$ cat config.mk
export PLATFORM = sky130hd
export DESIGN_NAME = ps2_scancode_to_ascii_fifo
export DESIGN_NICKNAME = d
export VERILOG_FILES = /design/src/rtl/ps2sc_pkg.sv /design/src/rtl/ps2sc_ram.sv /design/src/rtl/ps2sc_front.sv /design/src/rtl/ps2sc_back.sv /design/src/rtl/ps2sc_scancode_to_ascii_fifo.sv
export SDC_FILE = /design/constraint.sdc
export NUM_CORES = 1
export LEC_CHECK = 0
export ABC_AREA = 1
export BUFFER_PORTS_ARGS = -buffer_cell sky130_fd_sc_hd__buf_4
export CAP_MARGIN = 20
export CORE_ASPECT_RATIO = 1.1
export CORE_MARGIN = 5
export CORE_UTILIZATION = 59
export CTS_BUF_LIST = sky130_fd_sc_hd__clkbuf_8
export CTS_CLUSTER_SIZE = 14
export DETAILED_ROUTE_END_ITERATION = 16
export HOLD_SLACK_MARGIN = 0.1
export PLACE_DENSITY = 0.82
export SYNTH_ARGS = -nofsm -noshare
export SYNTH_HDL_FRONTEND = slang
export SYNTH_SLANG_ARGS = --single-unit
$ cat constraint.sdc
create_clock -name clk -period 2.6 [get_ports clk]
set_input_delay 0.39 -clock clk [delete_from_list [all_inputs] [get_ports clk]]
set_output_delay 0.39 -clock clk [all_outputs]
set_load 0.01 [all_outputs]
$ cat src/rtl/ps2sc_pkg.sv
// shared types, constants and key maps for the ps/2 set 1 scancode translator
// no dependencies; imported by every module of the block but ps2sc_ram
package ps2sc_pkg;

  // default ring buffer depth (holds one fewer character than this)
  localparam int DEF_BUFFER_DEPTH = 64;

  // depth of the result queue in the back part
  localparam int OUT_DEPTH = 4;

  // depth of the op queue between front and back
  localparam int OP_DEPTH = 2;

  // scancodes with a meaning of their own
  localparam logic [7:0] KEY_LSHIFT_MAKE  = 8'h2A;
  localparam logic [7:0] KEY_RSHIFT_MAKE  = 8'h36;
  localparam logic [7:0] KEY_LSHIFT_BREAK = 8'hAA;
  localparam logic [7:0] KEY_RSHIFT_BREAK = 8'hB6;
  localparam logic [7:0] KEY_CAPS_MAKE    = 8'h3A;
  localparam logic [7:0] KEY_BREAK_BIT    = 8'h80;
  localparam logic [7:0] KEY_PREFIX_E0    = 8'hE0;
  localparam logic [7:0] KEY_PREFIX_E1    = 8'hE1;
  localparam int         KEY_MAPPED       = 58;

  // input item and result item
  typedef struct packed {
    logic       kind;
    logic [7:0] scan_byte;
  } in_item_t;

  typedef struct packed {
    logic [6:0] read_char;
    logic       has_input;
    logic       dropped;
  } out_item_t;

  // item kinds on the input channel
  localparam logic KIND_SCAN = 1'b0;
  localparam logic KIND_READ = 1'b1;

  // classified work handed from front to back
  typedef enum logic [1:0] {
    OP_NONE,
    OP_READ,
    OP_PUSH
  } op_kind_t;

  typedef struct packed {
    op_kind_t   kind;
    logic [6:0] ch;
  } op_t;

  // unshifted key map
  localparam logic [6:0] LOWER_MAP [KEY_MAPPED] = '{
    7'h00, 7'h1B, 7'h31, 7'h32, 7'h33, 7'h34, 7'h35, 7'h36, 7'h37, 7'h38,
    7'h39, 7'h30, 7'h2D, 7'h3D, 7'h08, 7'h09, 7'h71, 7'h77, 7'h65, 7'h72,
    7'h74, 7'h79, 7'h75, 7'h69, 7'h6F, 7'h70, 7'h5B, 7'h5D, 7'h0A, 7'h00,
    7'h61, 7'h73, 7'h64, 7'h66, 7'h67, 7'h68, 7'h6A, 7'h6B, 7'h6C, 7'h3B,
    7'h27, 7'h60, 7'h00, 7'h5C, 7'h7A, 7'h78, 7'h63, 7'h76, 7'h62, 7'h6E,
    7'h6D, 7'h2C, 7'h2E, 7'h2F, 7'h00, 7'h2A, 7'h00, 7'h20
  };

  // shifted key map
  localparam logic [6:0] UPPER_MAP [KEY_MAPPED] = '{
    7'h00, 7'h1B, 7'h21, 7'h40, 7'h23, 7'h24, 7'h25, 7'h5E, 7'h26, 7'h2A,
    7'h28, 7'h29, 7'h5F, 7'h2B, 7'h08, 7'h09, 7'h51, 7'h57, 7'h45, 7'h52,
    7'h54, 7'h59, 7'h55, 7'h49, 7'h4F, 7'h50, 7'h7B, 7'h7D, 7'h0A, 7'h00,
    7'h41, 7'h53, 7'h44, 7'h46, 7'h47, 7'h48, 7'h4A, 7'h4B, 7'h4C, 7'h3A,
    7'h22, 7'h7E, 7'h00, 7'h7C, 7'h5A, 7'h58, 7'h43, 7'h56, 7'h42, 7'h4E,
    7'h4D, 7'h3C, 7'h3E, 7'h3F, 7'h00, 7'h2A, 7'h00, 7'h20
  };

  // map a make code to ascii, zero for unmapped keys
  function automatic logic [6:0] key_lookup(input logic [7:0] code, input logic upper);
    logic [6:0] ch;
    ch = '0;
    if (code < 8'(KEY_MAPPED)) begin
      if (upper) begin
        ch = UPPER_MAP[code[5:0]];
      end else begin
        ch = LOWER_MAP[code[5:0]];
      end
    end
    return ch;
  endfunction

endpackage

$ cat src/rtl/ps2sc_ram.sv
// generic single write port, single read port ram with registered read
// no dependencies
module ps2sc_ram #(
  parameter int WIDTH = 8,
  parameter int DEPTH = 64
) (
  input  logic                     clk,
  input  logic                     we,
  input  logic [$clog2(DEPTH)-1:0] waddr,
  input  logic [WIDTH-1:0]         wdata,
  input  logic                     re,
  input  logic [$clog2(DEPTH)-1:0] raddr,
  output logic [WIDTH-1:0]         rdata
);

  logic [WIDTH-1:0] mem [DEPTH];

  // write and registered read
  always_ff @(posedge clk) begin
    if (we) begin
      mem[waddr] <= wdata;
    end
    if (re) begin
      rdata <= mem[raddr];
    end
  end

endmodule

$ cat src/rtl/ps2sc_front.sv
// front part: accepts items, tracks shift and caps, translates scancodes
// into ops and queues them for the back part; depends on ps2sc_pkg
module ps2sc_front (
  input  logic                clk,
  input  logic                rst,
  input  logic                push,
  output logic                full,
  input  ps2sc_pkg::in_item_t in_item,
  output logic                op_valid,
  input  logic                op_ready,
  output ps2sc_pkg::op_t      op
);

  import ps2sc_pkg::*;

  localparam int IW = $clog2(OP_DEPTH);
  localparam int CW = $clog2(OP_DEPTH + 1);

  logic     shift_flag, shift_flag_next;
  logic     caps_flag, caps_flag_next;
  op_t      op_in;
  op_t      queue [OP_DEPTH];
  logic [IW-1:0] head, tail;
  logic [CW-1:0] count;
  logic     accept, take;
  logic [6:0] ch;

  assign full     = (count == CW'(OP_DEPTH));
  assign accept   = push && !full;
  assign op_valid = (count != '0);
  assign take     = op_valid && op_ready;
  assign op       = queue[head];

  // classify the incoming item and update the modifier flags
  always_comb begin
    shift_flag_next = shift_flag;
    caps_flag_next  = caps_flag;
    op_in.kind      = OP_NONE;
    op_in.ch        = '0;
    ch              = key_lookup(in_item.scan_byte, shift_flag ^ caps_flag);
    if (in_item.kind == KIND_READ) begin
      op_in.kind = OP_READ;
    end else if (in_item.scan_byte == KEY_LSHIFT_MAKE ||
                 in_item.scan_byte == KEY_RSHIFT_MAKE) begin
      shift_flag_next = 1'b1;
    end else if (in_item.scan_byte == KEY_LSHIFT_BREAK ||
                 in_item.scan_byte == KEY_RSHIFT_BREAK) begin
      shift_flag_next = 1'b0;
    end else if (in_item.scan_byte == KEY_CAPS_MAKE) begin
      caps_flag_next = ~caps_flag;
    end else if ((in_item.scan_byte & KEY_BREAK_BIT) == '0) begin
      // break codes and the e0 / e1 prefixes fall through as no-ops
      if (ch != '0) begin
        op_in.kind = OP_PUSH;
        op_in.ch   = ch;
      end
    end
  end

  // modifier flags and queue control
  always_ff @(posedge clk) begin
    if (rst) begin
      shift_flag <= 1'b0;
      caps_flag  <= 1'b0;
      head       <= '0;
      tail       <= '0;
      count      <= '0;
    end else begin
      if (accept) begin
        shift_flag <= shift_flag_next;
        caps_flag  <= caps_flag_next;
        tail       <= (tail == IW'(OP_DEPTH - 1)) ? '0 : tail + 1'b1;
      end
      if (take) begin
        head <= (head == IW'(OP_DEPTH - 1)) ? '0 : head + 1'b1;
      end
      if (accept && !take) begin
        count <= count + 1'b1;
      end else if (take && !accept) begin
        count <= count - 1'b1;
      end
    end
  end

  // op queue storage
  always_ff @(posedge clk) begin
    if (accept) begin
      queue[tail] <= op_in;
    end
  end

endmodule

$ cat src/rtl/ps2sc_back.sv
// back part: character ring buffer, read and push execution, result queue
// depends on ps2sc_pkg and ps2sc_ram
module ps2sc_back #(
  parameter int BUFFER_DEPTH = ps2sc_pkg::DEF_BUFFER_DEPTH
) (
  input  logic                 clk,
  input  logic                 rst,
  input  logic                 op_valid,
  output logic                 op_ready,
  input  ps2sc_pkg::op_t       op,
  output logic                 empty,
  input  logic                 pop,
  output ps2sc_pkg::out_item_t out_item
);

  import ps2sc_pkg::*;

  localparam int PW = $clog2(BUFFER_DEPTH);
  localparam int OW = $clog2(OUT_DEPTH);
  localparam int OC = $clog2(OUT_DEPTH + 1);

  logic [PW-1:0] wr_ptr, wr_ptr_next, wr_inc;
  logic [PW-1:0] rd_ptr, rd_ptr_next, rd_inc;
  logic          take, we, re, hit, drop;
  logic [6:0]    rdata;

  // execute stage outputs
  logic          s1_valid, s1_hit, s1_has, s1_drop;

  // result queue
  out_item_t     res_q [OUT_DEPTH];
  out_item_t     res;
  logic [OW-1:0] oq_head, oq_tail;
  logic [OC-1:0] oq_count;
  logic          oq_pop;

  // reserve a result slot for the item in flight
  assign op_ready = ((oq_count + OC'(s1_valid)) < OC'(OUT_DEPTH));
  assign take     = op_valid && op_ready;

  assign wr_inc = (wr_ptr == PW'(BUFFER_DEPTH - 1)) ? '0 : wr_ptr + 1'b1;
  assign rd_inc = (rd_ptr == PW'(BUFFER_DEPTH - 1)) ? '0 : rd_ptr + 1'b1;

  // pointer update and memory access for one op
  always_comb begin
    wr_ptr_next = wr_ptr;
    rd_ptr_next = rd_ptr;
    we          = 1'b0;
    re          = 1'b0;
    hit         = 1'b0;
    drop        = 1'b0;
    if (take) begin
      unique case (op.kind)
        OP_READ: begin
          if (wr_ptr != rd_ptr) begin
            hit         = 1'b1;
            re          = 1'b1;
            rd_ptr_next = rd_inc;
          end
        end
        OP_PUSH: begin
          if (wr_inc == rd_ptr) begin
            drop = 1'b1;
          end else begin
            we          = 1'b1;
            wr_ptr_next = wr_inc;
          end
        end
        OP_NONE: begin
        end
        default: begin
        end
      endcase
    end
  end

  ps2sc_ram #(
    .WIDTH (7),
    .DEPTH (BUFFER_DEPTH)
  ) u_ram (
    .clk   (clk),
    .we    (we),
    .waddr (wr_ptr),
    .wdata (op.ch),
    .re    (re),
    .raddr (rd_ptr),
    .rdata (rdata)
  );

  // pointers and execute stage
  always_ff @(posedge clk) begin
    if (rst) begin
      wr_ptr   <= '0;
      rd_ptr   <= '0;
      s1_valid <= 1'b0;
    end else begin
      wr_ptr   <= wr_ptr_next;
      rd_ptr   <= rd_ptr_next;
      s1_valid <= take;
    end
  end

  always_ff @(posedge clk) begin
    s1_hit  <= hit;
    s1_has  <= (wr_ptr_next != rd_ptr_next);
    s1_drop <= drop;
  end

  // assemble the result once the read data is back
  always_comb begin
    res.read_char = s1_hit ? rdata : '0;
    res.has_input = s1_has;
    res.dropped   = s1_drop;
  end

  assign empty    = (oq_count == '0);
  assign oq_pop   = pop && !empty;
  assign out_item = res_q[oq_head];

  // result queue control
  always_ff @(posedge clk) begin
    if (rst) begin
      oq_head  <= '0;
      oq_tail  <= '0;
      oq_count <= '0;
    end else begin
      if (s1_valid) begin
        oq_tail <= (oq_tail == OW'(OUT_DEPTH - 1)) ? '0 : oq_tail + 1'b1;
      end
      if (oq_pop) begin
        oq_head <= (oq_head == OW'(OUT_DEPTH - 1)) ? '0 : oq_head + 1'b1;
      end
      if (s1_valid && !oq_pop) begin
        oq_count <= oq_count + 1'b1;
      end else if (oq_pop && !s1_valid) begin
        oq_count <= oq_count - 1'b1;
      end
    end
  end

  // result queue storage
  always_ff @(posedge clk) begin
    if (s1_valid) begin
      res_q[oq_tail] <= res;
    end
  end

endmodule

$ cat src/rtl/ps2sc_scancode_to_ascii_fifo.sv
// top level of the ps/2 set 1 scancode to ascii translator with receive buffer
// depends on ps2sc_pkg, ps2sc_front and ps2sc_back
//
// Takes one item per clock while full is low: either a set 1 scancode byte
// or a request to read one character, and returns exactly one result item
// for each, in order. Shift make and break codes and caps lock drive the
// case of the translation; translated characters go into a ring buffer of
// BUFFER_DEPTH slots that holds up to BUFFER_DEPTH - 1 characters, and a
// character that finds it full is dropped and flagged. A result passes
// through the op queue, then the execute stage with the buffer memory's
// registered read, then the result queue before it shows on out_item.
// Sustained rate is one item per cycle as long as results are popped; the
// front holds two ops and the result queue four, so full rises only when the
// result side has stalled. The buffer memory needs no clearing after reset.
module ps2_scancode_to_ascii_fifo #(
  parameter int BUFFER_DEPTH = ps2sc_pkg::DEF_BUFFER_DEPTH
) (
  input  logic                 clk,
  input  logic                 rst,
  input  logic                 push,
  output logic                 full,
  input  ps2sc_pkg::in_item_t  in_item,
  output logic                 empty,
  input  logic                 pop,
  output ps2sc_pkg::out_item_t out_item
);

  import ps2sc_pkg::*;

  logic op_valid;
  logic op_ready;
  op_t  op;

  ps2sc_front u_front (
    .clk      (clk),
    .rst      (rst),
    .push     (push),
    .full     (full),
    .in_item  (in_item),
    .op_valid (op_valid),
    .op_ready (op_ready),
    .op       (op)
  );

  ps2sc_back #(
    .BUFFER_DEPTH (BUFFER_DEPTH)
  ) u_back (
    .clk      (clk),
    .rst      (rst),
    .op_valid (op_valid),
    .op_ready (op_ready),
    .op       (op),
    .empty    (empty),
    .pop      (pop),
    .out_item (out_item)
  );

endmodule
==> summary.md, run 1 <==
| Metric | Value |
|---|---|
| PortBufs | `23` |
| Clock group share of total power | `27.5%` |
| Post-placement cell area | `roughly 24000 um2` |
| Slew Limit Fails | `0` |
| WL/cell | `21.4 um` |
| Final worst path period need | `2.46 ns` |
| Reg power frac | `~48%` |
| CTS Buf Count | `80` |
| Critical Path AT | `2.79 ns` |
| Root Driver | `clkbuf_8` |
| CTS max path bufs | `3` |
| P per Cell Area | `a little under 900 nW/um2` |
| Clk slew on worst S/H paths | `around 0.07 ns` |
| Cell breakdown of the critical path | `buf_4 > nand2_1 > nor2_1 > nand2_1 > nand4_1 > nand2_1 > nand3_2 > nand2_2 > inv_2 > nand4_1 > buf_4 > nor2_1 > buf_4` |
| Clk_skew | `roughly 0.055 ns` |
| Final period util | `about 95%` |
| Internal cell power | `between 0.015 and 0.02 W` |
| First-pass GRT wire length | `89400 um` |
| CTS tree | `yes` |
| Final TNS setup | `0 ns` |
| Worst Setup EP | `u_back.u_ram.mem[4][5]` |
| Final ANT Viol Nets | `0` |
| CP Data Required Time | `slightly below 3 ns` |
| Die area | `42700 um2` |
| Combinational share of power | `25.0%` |
| Fraction of power spent switching nets | `32.1%` |
| Layout area overhead | `13.9%` |
| WS Path Type | `reg -> reg` |
| Core area | `roughly 38000 um2` |
| HPWL Detailed | `35900 um` |
| RePlAce Congestion | `roughly 0.95` |
| Post-synth top area cell | `edfxtp_1` |
| Status | `complete, no violations` |
| Vias | `between 15000 and 20000` |
| Slowest-stage cell, CP | `dfxtp_1` |
| Crit Reg-Reg Endpoint | `u_back.u_ram.mem[4][5]` |
| Ys Warns | `0` |
| Fin. Hold Viols | `0` |
| Register-to-register setup slack | `0.14 ns` |
| Crit-path max cell delay | `between 0.3 and 0.4 ns` |
| Library cells used by synthesis | `38` |
| Synth area leaders | `edfxtp_1 (67%), o21ai_0 (7.4%), nor2_1 (7.0%)` |
| Critical Path End Type | `register` |
| Delay-heaviest family, CP | `simple AND/OR/NAND/NOR gates` |
| DRC | `0` |
| Seq/Total Area, Yosys | `between 60% and 70%` |
| #FFs+latches synth | `541` |
| Vias in the first global route | `between 15000 and 20000` |
| Reg-to-reg startpoint | `u_back.wr_ptr[1]` |
| CP bufs+invs | `4` |
| Post-Syn Area | `approximately 23000 um2` |
| DR vias/cell | `~6.2` |
| Congestion Overflow GR | `0` |
| Ys async rst share | `0%` |
| Fmax | `~410 MHz` |
| FP Rows | `75` |
| Final net count | `2161` |
| Antenna cell count | `0` |
| Die width | `197 um` |
| Die Ht | `~220 um` |
| Design Power | `approximately 0.023 W` |
| Slew @ Worst Pin | `~0.99 ns` |
| Avg Inst Size Synth | `11.5 um2` |
| P_leak | `roughly 9.3 nW` |
| CP startpoint | `u_back.wr_ptr[1]` |
| Layout cell share with drive strength beyond 1 | `between 10% and 20%` |
| I/O pin cnt | `24` |
| Endpoints failing setup | `0` |
| Initial antenna violation count | `0` |
| Share of the synthesized area in the top cell type | `between 60% and 70%` |
| Final WL | `between 50000 and 60000 um` |
| Post-synth EDFFs | `a little over 500` |
| Crit Path Max Fanout | `7` |
| Post-synth top flop | `edfxtp_1` |
| Sink Count | `between 500 and 600` |
| CTS H-tree depth | `3` |
| Startpoint Class | `register` |
| Slew HR | `roughly a third` |
| Min-Delay Path Class | `in -> reg` |
| Max cap viols | `0` |
| Worst r2r path cells | `13` |
| Net switching power | `0.00722 W` |
| Pin count of the biggest net entering global routing | `87` |
| Clock insertion delay at the later pin of the skew report | `approximately 0.64 ns` |
| DRT iter0 DRCs | `2887` |
| Post-synthesis instance total | `approximately 2000` |
| All-Layer GR Usage | `26.6%` |
| CP Depth | `13` |
| Initial Utilization | `between 50% and 60%` |
| Worst VDD drop | `approximately 0.57 mV` |
| DR pass1 iterations | `7` |
| Syn nets | `approximately 2000` |
| Design Area, Final | `26000 um2` |
[final cells by class]
type / count / area (um2)
inverter: 77 / 294
fill: 2568 / 12200
clock buffer: 84 / 1160
multi-input combinational: 1258 / 6180
clock inverter: 55 / 274
sequential: 541 / 15900
timing repair buffer: 168 / 1490
tap: 500 / 626
[Yosys cell counts (4+ instances only)]
master	instances
ha_1	21
o211ai_1	17
o221ai_1	21
inv_1	76
xor2_1	5
nand3_1	67
o21ai_0	339
o22ai_1	117
nor2_1	426
mux2_2	7
edfxtp_1	509
nor3_1	16
a21oi_1	31
nand2_1	157
buf_2	7
clkbuf_1	104
nand4_1	9
or2_2	4
dfxtp_1	32
[placed cells by master, fill, tap and decap left out, drive strengths merged, types with 2 or more instances in the layout]
| cell | instances |
|---|---|
| o211a | 2 |
| nand3 | 68 |
| clkinv | 25 |
| clkbuf | 84 |
| o32ai | 2 |
| dlygate4sd3 | 3 |
| mux2 | 7 |
| dfxtp | 32 |
| xor2 | 5 |
| o221ai | 21 |
| edfxtp | 509 |
| nor2 | 426 |
| inv | 103 |
| o21bai | 2 |
| buf | 165 |
| a32oi | 2 |
| a21oi | 31 |
| o21ai | 339 |
| or2 | 4 |
| o211ai | 17 |
| ha | 21 |
| o22ai | 117 |
| nand2 | 157 |
| nor3 | 16 |
| clkinvlp | 3 |
| a31oi | 2 |
| nand4 | 9 |
[metal layers]
layer | global-route usage (%) | part of all wire [%] | vias to the layer above
met5 | 0 | 0 | -
met2 | 43.1 | 48 | 1094
met3 | 4.36 | 9.4 | 211
met4 | 12.4 | 4.6 | 0
met1 | 35.7 | 38 | 7921
li1 | - | - | 7512
[what timing repair did]
item                                   in CTS  in global routing
gates resized for setup                     2                 18
setup buffers                               1                  1
endpoints found under the hold margin      14                  0
setup endpoints to repair                  14                440
pin swaps                                   1                  1
hold buffers                                3                  0
[power by group through the flow]
stage               logic, W  registers, W  clock network [W]
floorplan            0.00319        0.0108                  0
global placement     0.00534        0.0109                  0
detailed placement   0.00546        0.0109                  0
CTS                  0.00550        0.0107            0.00626
global route         0.00607        0.0107            0.00672
finish               0.00562        0.0107            0.00619
[worst reg2reg max path, delay by kind of cell (launching register included)]
| family | cells | cell delay, ns |
|---|---|---|
| buffers and inverters | 4 | 0.69 |
| DFF | 1 | 0.35 |
| and+or+nand+nor | 9 | 1.12 |
[worst min-delay path by stage]
stage,slack (ns),end,from,cells after the start
finish,0.15,u_front.shift_flag,in_item[7],4
floorplan,0.44,u_front.shift_flag,u_front.shift_flag,2
global route,0.18,u_front.shift_flag,in_item[7],4
detailed placement,0.46,u_front.shift_flag,u_front.shift_flag,2
CTS,0.12,u_front.shift_flag,in_item[7],4
global placement,0.44,u_front.shift_flag,u_front.shift_flag,2
[per-stage QoR]
step,instances,utilization [%],hold WS (ns),setup WS (ns)
2_1_floorplan,1990,-,0.437,0.112
3_3_place_gp,2539,64.0,0.445,0.0499
3_5_place_dp,2539,64.0,0.459,-0.0310
4_1_cts,2682,67.8,0.123,0.0233
5_1_grt,2683,68.0,0.184,-0.0151
6_report,2683,68.0,0.151,0.137
[logic make-up (layout without fill, tap and decap cells)]
kind of cell,Yosys count,count (layout),share of synthesized area (%)
AOI/OAI and AO/OA,540,540,13.2
adders and majority gates,22,22,1.24
buffers and inverters,191,384,3.20
DFF,541,541,69.8
xor gates and xnor gates,6,6,0.230
and+or+nand+nor,683,683,11.9
muxes,7,7,0.346
[state kept, by name, indices dropped and copies added (netlist names), 3 cells and up, named ones only]
name and cells:
u_back.wr_ptr 6, u_back.u_ram.rdata 7, u_back.oq_count 3, u_front.queue 18
u_back.u_ram.mem 448, u_back.res_q 36, u_back.rd_ptr 6
Note: power is estimated with default switching activity, not from simulation.
==> run 2: changes to the inputs <==
Settings changed: ABC_AREA 1 to 0.
==> run 2 against run 1 <==
The flow now finishes with violations (setup timing). Cell area grew 1.6%. First-iteration DRC count down 54%. Largest cell class unchanged. Register-to-register slack worse by 0.15 ns. Routed wire length is 11% lower. Fmax shrank 5.9%. Sequential share of layout area down 0.89 points. Highest routed layer is now met5. Clock power is 0.8% higher. Worst hold slack improved by 0.017 ns. Core utilization is 1.1 points higher. Clock skew shrank 0.019 ns.
==> summary.md, run 2 <==
| Metric | Value |
|---|---|
| Syn nets | `about 1400` |
| P_leak | `8.61 nW` |
| Post-synthesis instance total | `roughly 1400` |
| DRC | `0` |
| #FFs+latches synth | `541` |
| Clock insertion delay at the later pin of the skew report | `approximately 0.62 ns` |
| Clk slew on worst S/H paths | `roughly 0.060 ns` |
| Worst setup margin | `-0.0167 ns` |
| Final period util | `101%` |
| CTS H-tree depth | `3` |
| CP Data Required Time | `2.95 ns` |
| Ys async rst share | `0%` |
| Sink Count | `roughly 540` |
| Startpoint Class | `register` |
| Root Driver | `clkbuf_8` |
| Congestion Overflow GR | `0` |
| CP startpoint | `u_back.rd_ptr[0]` |
| CTS Buf Count | `79` |
| Unrepaired setup endpoints after global routing | `yes` |
| WS Path Type | `reg -> reg` |
| Post-synth top flop | `edfxtp_1` |
| Crit-path max cell delay | `0.49 ns` |
| Most frequent cells in the layout | `edfxtp_1 (509), buf_4 (177), nor2_1 (138), mux4_2 (115), clkbuf_8 (83)` |
| Count leader, synth | `edfxtp_1` |
| Cell breakdown of the critical path | `buf_12 > buf_12 > mux2i_1 > nor2_1 > nor2_1 > o21ai_0 > o22ai_1 > a21oi_1 > mux4_2` |
| Final WL | `between 50000 and 60000 um` |
| Fin. Hold Viols | `0` |
| Critical Path AT | `between 2 and 3 ns` |
| Register-to-register setup slack | `-0.02 ns` |
| Worst r2r path cells | `9` |
| Initial Utilization | `approximately 60%` |
| Avg Inst Size Synth | `roughly 17 um2` |
| Crit Reg-Reg Endpoint | `u_back.u_ram.rdata[3]` |
| Die width | `about 200 um` |
| RePlAce Congestion | `~0.93` |
| Most flops, register | `u_back.u_ram.mem` |
| Area taken by multi-input logic gates | `about 6600 um2` |
| Reg-to-reg startpoint | `u_back.rd_ptr[0]` |
| Core area | `between 30000 and 40000 um2` |
| Pin count of the biggest net entering global routing | `65` |
| Top Registers | `u_back.u_ram.mem x448, u_back.res_q x36, u_front.queue x18` |
| Post-Syn Area | `~23000 um2` |
| P per Cell Area | `736 nW/um2` |
| Post-synth EDFFs | `509` |
| Synth cell count leaders | `edfxtp_1 (509), nor2_1 (143), mux4_2 (115)` |
| WL/cell | `~24 um` |
| Layout area overhead | `15.5%` |
| DR pass1 iterations | `5` |
| Die Ht | `216 um` |
| Initial antenna violation count | `1` |
| Endpoints failing setup | `1` |
| Library cells used by synthesis | `73` |
| Max cap viols | `0` |
| Slowest-stage cell, CP | `mux4_2` |
| Min-Delay Path Class | `in -> reg` |
| Slew HR | `between 40% and 50%` |
| Fmax | `382 MHz` |
| Slew @ Worst Pin | `0.790 ns` |
| Register area | `roughly 16000 um2` |
| Antenna cell count | `0` |
| CTS max path bufs | `3` |
| Layout cell share with drive strength beyond 1 | `between 20% and 30%` |
| Largest register FFs | `448` |
| Ys Warns | `0` |
| Final ANT Viol Nets | `0` |
| Critical Path End Type | `register` |
| Worst Setup EP | `u_back.u_ram.rdata[3]` |
| Worst VDD drop | `around 0.46 mV` |
| Clk_skew | `about 0.035 ns` |
| Vias | `~13000` |
| Most common cell after layout, fill and taps aside | `edfxtp_1` |
| Post-synth top area cell | `edfxtp_1` |
| FP Rows | `75` |
| DRT iter0 DRCs | `~1300` |
| Violated checks | `setup timing` |
| Fill count | `2371` |
| Final net count | `between 1500 and 2000` |
| Crit Path Max Fanout | `23` |
| Final worst path period need | `about 2.6 ns` |
| First-pass GRT wire length | `about 78000 um` |
| Share of the synthesized area in the top cell type | `around two thirds` |
| Seq/Total Area, Yosys | `roughly 70%` |
| All-Layer GR Usage | `a little under a quarter` |
| Vias in the first global route | `approximately 14000` |
| I/O pin cnt | `24` |
| Slew Limit Fails | `0` |
| Placement Setup Slack | `-0.106 ns` |
| DR vias/cell | `6.23` |
| Design Area, Final | `about 26000 um2` |
| Hold slack | `between 0.15 and 0.2 ns` |
| Die area | `about 43000 um2` |
| HPWL Detailed | `32300 um` |
| Status | `finished with violations` |
| Post-placement cell area | `24600 um2` |
| Synth area leaders | `edfxtp_1 (67%), mux4_2 (11%), dfxtp_1 (2.8%)` |
| PortBufs | `23` |
| CTS tree | `yes` |
-- run 2: changes by cell type in the layout (fill, tap and decap cells not counted), sizes merged, moves of 15 or more --
cell / before / now
o21ai: 339 / 43
buf: 165 / 194
nand2: 157 / 39
xor2: 5 / 20
o22ai: 117 / 16
nand3: 68 / 19
mux4: 0 / 115
inv: 103 / 47
mux2i: 0 / 65
nor2: 426 / 144
nor2b: 0 / 17
-- run 2: per-layer routing --
layer	part of all wire [%]	track usage [%]
met5	0.026	0
met4	3.7	8.45
met3	7.3	4.75
met2	52	40.4
met1	37	30.6
-- run 2: stage by stage --
stage | utilization [%] | TNS [ns] | power [W] | cells
detailed placement | 64.3 | -9.87 | 0.0132 | 1948
global placement | 64.3 | -1.25 | 0.0131 | 1948
floorplan | - | -5.12 | 0.0121 | 1351
finish | 69.0 | -0.0167 | 0.0194 | 2109
CTS | 68.2 | -0.0106 | 0.0194 | 2091
global route | 69.0 | -1.47 | 0.0201 | 2109
-- run 2: worst min path at each step --
stage                              start            endpoint  slack, ns  depth (start not counted)
after global placement     u_back.s1_has  u_back.res_q[2][1]       0.47                          0
final                                rst    u_back.rd_ptr[3]       0.17                          2
after floorplan           u_back.s1_drop  u_back.res_q[0][0]       0.44                          0
after CTS                            rst    u_back.rd_ptr[3]       0.12                          2
after global routing                 rst    u_back.wr_ptr[2]       0.17                          2
after detailed placement  u_back.s1_drop  u_back.res_q[0][0]       0.50                          0
-- run 2: critical path: cells and delay by family (launching register included) --
kind	cells	cell delay [ns]
and+or+nand+nor	2	0.19
DFF	1	0.42
buffers and inverters	2	0.40
AOI/OAI and AO/OA	3	0.59
muxes	2	0.76
-- run 2: area by class of cell --
cell class,count,share of cell area (%)
Inverter,21,0.308
Multi-Input combinational cell,708,24.9
Clock buffer,83,4.33
Clock inverter,58,1.12
Tap cell,500,2.37
Sequential cell,541,60.5
Timing Repair Buffer,198,6.52
-- run 2: timing repair --
action	in CTS	in global routing
gates cloned	0	2
setup endpoints to repair	398	353
pin swaps	1	11
resized for setup	6	36
hold buffers	2	0
hold endpoints to repair	4	0
buffers inserted	0	17
-- run 2: cells by family after synthesis --
family	after synthesis	synth area share, %
flip-flops	541	69.8
AND/OR/NAND/NOR	291	5.97
multiplexers	191	14.8
AO/OA/AOI/OAI	178	5.17
buffers and inverters	102	2.00
XOR/XNOR	26	1.03
adder cells (fa/ha/maj)	22	1.24
-- run 2: power by group --
group / switching, W / leakage (nW) / internal [W]
sequential: 0.000168 / 4.87 / 0.0104
clock: 0.00308 / 0.828 / 0.00315
combinational: 0.00166 / 2.92 / 0.000893
total: 0.00491 / 8.61 / 0.0145
